### src/design/sem_pkg.sv
// shared types and constants for the rgb sobel edge block
`default_nettype none
package sem_pkg;
	localparam int DEF_MAX_WIDTH  = 1024;
	localparam int DEF_MAX_HEIGHT = 4096;
	localparam int CFG_IDX_W  = 1;
	localparam int CFG_DATA_W = 13;
	localparam logic [CFG_IDX_W-1:0] REG_WIDTH  = 1'b0;
	localparam logic [CFG_IDX_W-1:0] REG_HEIGHT = 1'b1;
	localparam logic [10:0] RESET_WIDTH  = 11'd640;
	localparam logic [12:0] RESET_HEIGHT = 13'd480;
	localparam logic [16:0] SUM_CLAMP = 17'd65280;

	typedef struct packed {
		logic [7:0] red_in;
		logic [7:0] green_in;
		logic [7:0] blue_in;
	} pix_in_t;

	typedef struct packed {
		logic [7:0]  red_edge;
		logic [7:0]  green_edge;
		logic [7:0]  blue_edge;
		logic [11:0] out_row;
		logic [9:0]  out_col;
		logic        last_of_run;
		logic        frame_done;
	} pix_out_t;

	// controller to datapath
	typedef struct packed {
		logic       load;      // capture input pixel, read line stores
		logic       shift;     // update window and write line stores
		logic       mag_start; // capture gradients for sel position
		logic       mag_sq;    // form sums of squares
		logic       mag_step;  // one root digit per channel
		logic       emit_load; // load result register
		logic       row_sel;   // 0: row r-1, 1: row r
		logic       col_sel;   // 0: col c-1, 1: col c
		logic       last;
		logic       advance;   // step input position
	} sem_cmd_t;

	// datapath to controller
	typedef struct packed {
		logic row_ge1;
		logic row_last;
		logic col_ge1;
		logic col_last;
	} sem_stat_t;
endpackage
`default_nettype wire

### src/design/sem_ctrl.sv
// controller: sequences capture, window update and up to four results per pixel
`default_nettype none
module sem_ctrl (
	input  wire logic clk,
	input  wire logic arst_n,
	input  wire logic in_fire,
	input  wire logic out_busy,
	input  wire sem_pkg::sem_stat_t stat,
	output logic in_ready,
	output sem_pkg::sem_cmd_t cmd
);
	typedef enum logic [3:0] {
		ST_IDLE = 4'b0001,
		ST_READ = 4'b0010,
		ST_SHFT = 4'b0100,
		ST_EMIT = 4'b1000
	} state_t;

	localparam logic [3:0] ROOT_STEPS = 4'd8;

	state_t state_q, state_d;
	logic [1:0] idx_q, idx_d;
	logic [3:0] cnt_q, cnt_d;
	logic       last_q, last_d;
	logic [1:0] nr, nc, ri, ci;
	logic       r_has_up;
	logic       c_has_left;

	assign r_has_up   = stat.row_ge1;
	assign c_has_left = stat.col_ge1;
	assign nr = {1'b0, r_has_up} + {1'b0, stat.row_last};
	assign nc = {1'b0, c_has_left} + {1'b0, stat.col_last};
	// result idx -> (row index a, col index b), a major
	assign ri = (nc == 2'd2) ? {1'b0, idx_q[1]} : idx_q;
	assign ci = (nc == 2'd2) ? {1'b0, idx_q[0]} : 2'd0;
	assign in_ready = (state_q == ST_IDLE);

	always_comb begin
		state_d = state_q;
		idx_d   = idx_q;
		cnt_d   = cnt_q;
		last_d  = last_q;
		cmd     = '0;
		unique case (state_q)
			ST_IDLE: begin
				if (in_fire) begin
					cmd.load = 1'b1;
					state_d  = ST_READ;
				end
			end
			ST_READ: begin
				cmd.shift = 1'b1;
				idx_d     = 2'd0;
				state_d   = ST_SHFT;
			end
			ST_SHFT: begin
				if (nr == 2'd0 || nc == 2'd0) begin
					cmd.advance = 1'b1;
					state_d     = ST_IDLE;
				end else begin
					cmd.mag_start = 1'b1;
					cmd.row_sel   = !(r_has_up && ri == 2'd0);
					cmd.col_sel   = !(c_has_left && ci == 2'd0);
					cmd.last      = ({2'd0, idx_q} + 4'd1) == 4'(nr * nc);
					idx_d         = idx_q + 2'd1;
					last_d        = cmd.last;
					cnt_d         = 4'd0;
					state_d       = ST_EMIT;
				end
			end
			ST_EMIT: begin
				// squares, then one root digit a cycle, then the result load
				if (cnt_q == 4'd0) begin
					cmd.mag_sq = 1'b1;
					cnt_d      = cnt_q + 4'd1;
				end else if (cnt_q <= ROOT_STEPS) begin
					cmd.mag_step = 1'b1;
					cnt_d        = cnt_q + 4'd1;
				end else if (!out_busy) begin
					cmd.emit_load = 1'b1;
					if (last_q) begin
						cmd.advance = 1'b1;
						state_d     = ST_IDLE;
					end else begin
						state_d = ST_SHFT;
					end
				end
			end
			default: state_d = ST_IDLE;
		endcase
	end

	always_ff @(posedge clk or negedge arst_n) begin
		if (!arst_n) begin
			state_q <= ST_IDLE;
			idx_q   <= 2'd0;
			cnt_q   <= 4'd0;
			last_q  <= 1'b0;
		end else begin
			state_q <= state_d;
			idx_q   <= idx_d;
			cnt_q   <= cnt_d;
			last_q  <= last_d;
		end
	end
endmodule
`default_nettype wire

### config.mk
export PLATFORM = sky130hd
export DESIGN_NAME = sem_ctrl
export DESIGN_NICKNAME = d
export VERILOG_FILES = /design/src/design/sem_pkg.sv /design/src/design/sem_ctrl.sv
export SDC_FILE = /design/constraint.sdc
export NUM_CORES = 1
export LEC_CHECK = 0
export BUFFER_PORTS_ARGS = -buffer_cell sky130_fd_sc_hd__buf_4
export CAP_MARGIN = 10
export CORE_UTILIZATION = 51
export CTS_CLUSTER_DIAMETER = 40
export DETAILED_ROUTE_END_ITERATION = 16
export PLACE_DENSITY = 0.73
export SYNTH_ARGS = -nofsm -noshare
export SYNTH_HDL_FRONTEND = slang
export SYNTH_SLANG_ARGS = --single-unit
### constraint.sdc
create_clock -name clk -period 2.2 [get_ports clk]
set_input_delay 0.22 -clock clk [delete_from_list [all_inputs] [get_ports clk]]
set_output_delay 0.22 -clock clk [all_outputs]
set_load 0.01 [all_outputs]
* Word-level counts from Yosys, hierarchy flattened
Cells that the tools add are included.
Storage, ports and cells: bits in registers 11, logic and storage cells 74, output and inout bits 11, bits of input ports 8
Cells by class: $mul 1, reductions and logical operators 16, $lt $le $gt $ge 1, mux-type cells 34, add/sub/neg operators 5, bitwise logic cells 1, eq/ne operators 12
Operators with widths (count):
- two-way mux 4 bit | 8
- case mux 4 bit (4 select lines) | 1
- two-way mux 1 bit | 15
- two-way mux 3 bit | 4
- inequality test 2 bit, second input constant | 5
- logical NOT 2 bit | 4
- case mux 4 bit (2 select lines) | 1
- two-way mux 2 bit | 3
- adder 1 x 1 -> 2 bit | 2
- adder 4 x 1 -> 4 bit, second input constant | 1
- equality test 3 x 4 -> 1 bit | 1
- equality test 4 x 1 -> 1 bit, second input constant | 1
- equality test 4 x 2 -> 1 bit, second input constant | 1
- equality test 4 x 3 -> 1 bit, second input constant | 1
- equality test 4 bit, second input constant | 1
- less-or-equal comparator 4 bit, second input constant | 1
- logical NOT 4 bit | 1
- multiplier 2 x 2 -> 4 bit | 1
- case mux 2 bit (2 select lines) | 1
- AND reduction 2 bit | 2
- AND reduction 4 bit | 1
- nonzero test 2 bit | 2
- adder 2 x 1 -> 3 bit, second input constant | 1
- inequality test 3 bit, second input constant | 1
- other kinds (8) | 10

* Depth between registers and ports, before layout
depth after elaboration 8, depth in mapped cells 9, gate-level depth less buffers 9

* Worst setup path before layout
No wires, ideal clock.
path type reg-to-output, from reg state_q[3], to out cmd[1] in the netlist's numbering, buffers on the path 1, data required time 1.980 ns, slack 0.248 ns, cell stages (with the launch flop) 5, arrival time 1.732 ns, path through dfrtp_1 or4b_4 or3_1 buf_6 nor4_4
RTL lines:
- start: declaration | line sem_ctrl.sv:21 | state_t state_q, state_d;
- start signal: assignment | line sem_ctrl.sv:100 | state_q <= state_d;
- end: declaration | line sem_ctrl.sv:10 | output sem_pkg::sem_cmd_t cmd

==> impl_metrics.json <==
{
  "wl_per_cell_um": 13.1,
  "drc": 0,
  "fillers": 104,
  "ff2ff_path_depth": 6,
  "critPathRequiredTime_ps": 1980,
  "ys.flop_type": "dfrtp_1",
  "root_buffer": "clkbuf_4",
  "setup_viol": 1,
  "area_growth_pct": 31.8,
  "crit_path_end_kind": "output port",
  "first_iter_violations": 13,
  "final_common_cell": "buf_4",
  "min_from": "in_fire",
  "nNetsFinal": 134,
  "start_kind": "register",
  "min_period_ps": 2220,
  "dr.pass1.iters": 6,
  "grt_max_degree": 12,
  "crit_fanout": 3,
  "stdcell_count": 130,
  "post-route-worst-setup-slack_ps": -21.6,
  "period_share": 1.01,
  "syn_nets": 104,
  "cts_tree": "yes",
  "drive_gt1_frac": 0.339,
  "cts_max_path_buffers": 2,
  "worstHoldEndpoint": "state_q[1]",
  "skew_ps": 4.45,
  "core_sq_um": 1380,
  "power_density_nw_per_um2": 829,
  "num_antenna_cells": 0,
  "io_buffers": 18,
  "grt_pass1_wl_um": 2850,
  "path_class": "reg2out",
  "slew_headroom": 0.687,
  "rrSetupSlack_ps": 230,
  "clk_pin_slew_ps": 70,
  "dp_hpwl_um": 1290,
  "hp-class": "in2reg",
  "syn_inst": 86,
  "dieWidth_um": 41.8,
  "final_core_util": 0.768,
  "leakage_uw": 0.000560,
  "hold_viol": 0,
  "place_congestion": 0.848,
  "worst_pin_slew_ps": 463,
  "mostFrequentLayoutCells": "buf_4, ha_1, dfrtp_1",
  "die_area_sq_um": 1740,
  "synth_warnings": 0,
  "rsz0062_at_grt": "true",
  "std_cell_rows": 13,
  "grt_overflow_total": 0,
  "critPathArrivalTime_ps": 2000,
  "synth_edf_count": 0,
  "failed_checks": "negative setup slack",
  "fmax_mhz": 450,
  "dp_cells": 124,
  "ys_seq_area_frac": 0.343,
  "status": "finished, violations left",
  "ioPinCount": 19,
  "fp.dieH_um": 41.8,
  "routed_wl_um": 1710,
  "slew_viol_final": 0,
  "antenna_found_initial": 0,
  "clock_latency_ps": 270,
  "vias_per_cell": 5.61,
  "r2r-end": "cnt_q[0]",
  "ys_ff_latch": 11,
  "cts_buffers": 3,
  "netlist_area_sq_um": 806,
  "async_reset_ff_frac": 1.00,
  "ys_types": 32,
  "clock_sinks": 11,
  "maxCapViolCount": 0,
  "start_util": 0.583,
  "peakVddDrop_v": 0.000492,
  "htreeDepth": 1,
  "grt_use_total": 0.213,
  "vias": 729,
  "ant_nets": 0,
  "syn_area_per_cell_sq_um": 9.37,
  "grt_pass1_vias": 682,
  "timing.rr.start": "state_q[3]",
  "whs_path_depth": 2
}
how the worst max path moves through the flow:
stage                          start      to  depth (start not counted)
after floorplan           state_q[3]  cmd[1]                          4
after global placement       stat[2]  cmd[1]                         10
after detailed placement     stat[0]  cmd[1]                         10
after CTS                 state_q[3]  cmd[2]                          5
after global routing         stat[0]  cmd[1]                         10
final                     state_q[3]  cmd[1]                          4
worst max-delay path: stages, from the launching register on:
cell and delay, ps:
dfrtp_1 380, or4b_4 560, or3_4 380, nor4_4 250, buf_4 170
through the flow:
step	instance area, sq um	hold slack (ps)	setup TNS, ps	setup slack (ps)	power [uW]
after floorplan	806	-75.6	0	248	585
after global placement	993	60.1	0	114	708
after detailed placement	993	60.2	0	34.4	725
after CTS	1040	169	-73.6	-38.9	868
after global routing	1060	194	-128	-74.8	953
final	1060	173	-21.6	-21.6	881
flip-flops by register name, indices dropped and copies added, names as in the netlist:
signal   flops
state_q      4
idx_q        2
last_q       1
cnt_q        4
cells in the mapped netlist, types with 2 or more instances:
| library cell | count | area, sq um |
|---|---|---|
| a21oi_1 | 3 | 15.0 |
| and2_1 | 6 | 37.5 |
| dfrtp_1 | 10 | 250 |
| ha_1 | 10 | 125 |
| inv_1 | 8 | 30.0 |
| nand2_1 | 10 | 37.5 |
| nand2b_1 | 2 | 12.5 |
| nor2_1 | 4 | 15.0 |
| nor4b_1 | 2 | 17.5 |
| o21ai_0 | 7 | 35.0 |
| o31ai_1 | 2 | 15.0 |
| xnor2_1 | 2 | 17.5 |
layer usage:
layer	vias to the layer above	global-route usage	routed length, um
li1	357	-	-
met1	350	0.251	730
met2	19	0.369	880
met3	3	0.0783	88
met4	0	0.0387	10
met5	-	0	0
area by class of cell:
| class | count | area [sq um] | area share |
|---|---|---|---|
| multi-input combinational | 65 | 502 | 0.472 |
| clock inverter | 1 | 5.00 | 0.00471 |
| sequential | 11 | 277 | 0.260 |
| tap | 15 | 18.8 | 0.0177 |
| clock buffer | 3 | 22.5 | 0.0212 |
| timing repair buffer | 26 | 201 | 0.190 |
| inverter | 9 | 36.3 | 0.0342 |
repair_timing:
item                                    CTS  global route
pin swaps                                 1             0
endpoints found under the setup margin    3             3
resized for setup                         1             5
hold buffers                              1             0
endpoints found under the hold margin    11             0
setup buffers                             0             1
cloned                                    0             0
power by group:
group	switching, uW	internal [uW]
combinational	192	193
clock	70.5	67.4
sequential	77.5	281
cell families after synthesis:
group / count (synthesis) / synth area share
AND/OR/NAND/NOR: 33 / 0.256
AO/OA/AOI/OAI: 17 / 0.129
XOR/XNOR: 3 / 0.0326
buffers and inverters: 10 / 0.0574
flip-flops: 11 / 0.343
adder cells (fa/ha/maj): 10 / 0.155
multiplexers: 2 / 0.0264
Power figures use the tool's default switching activity.
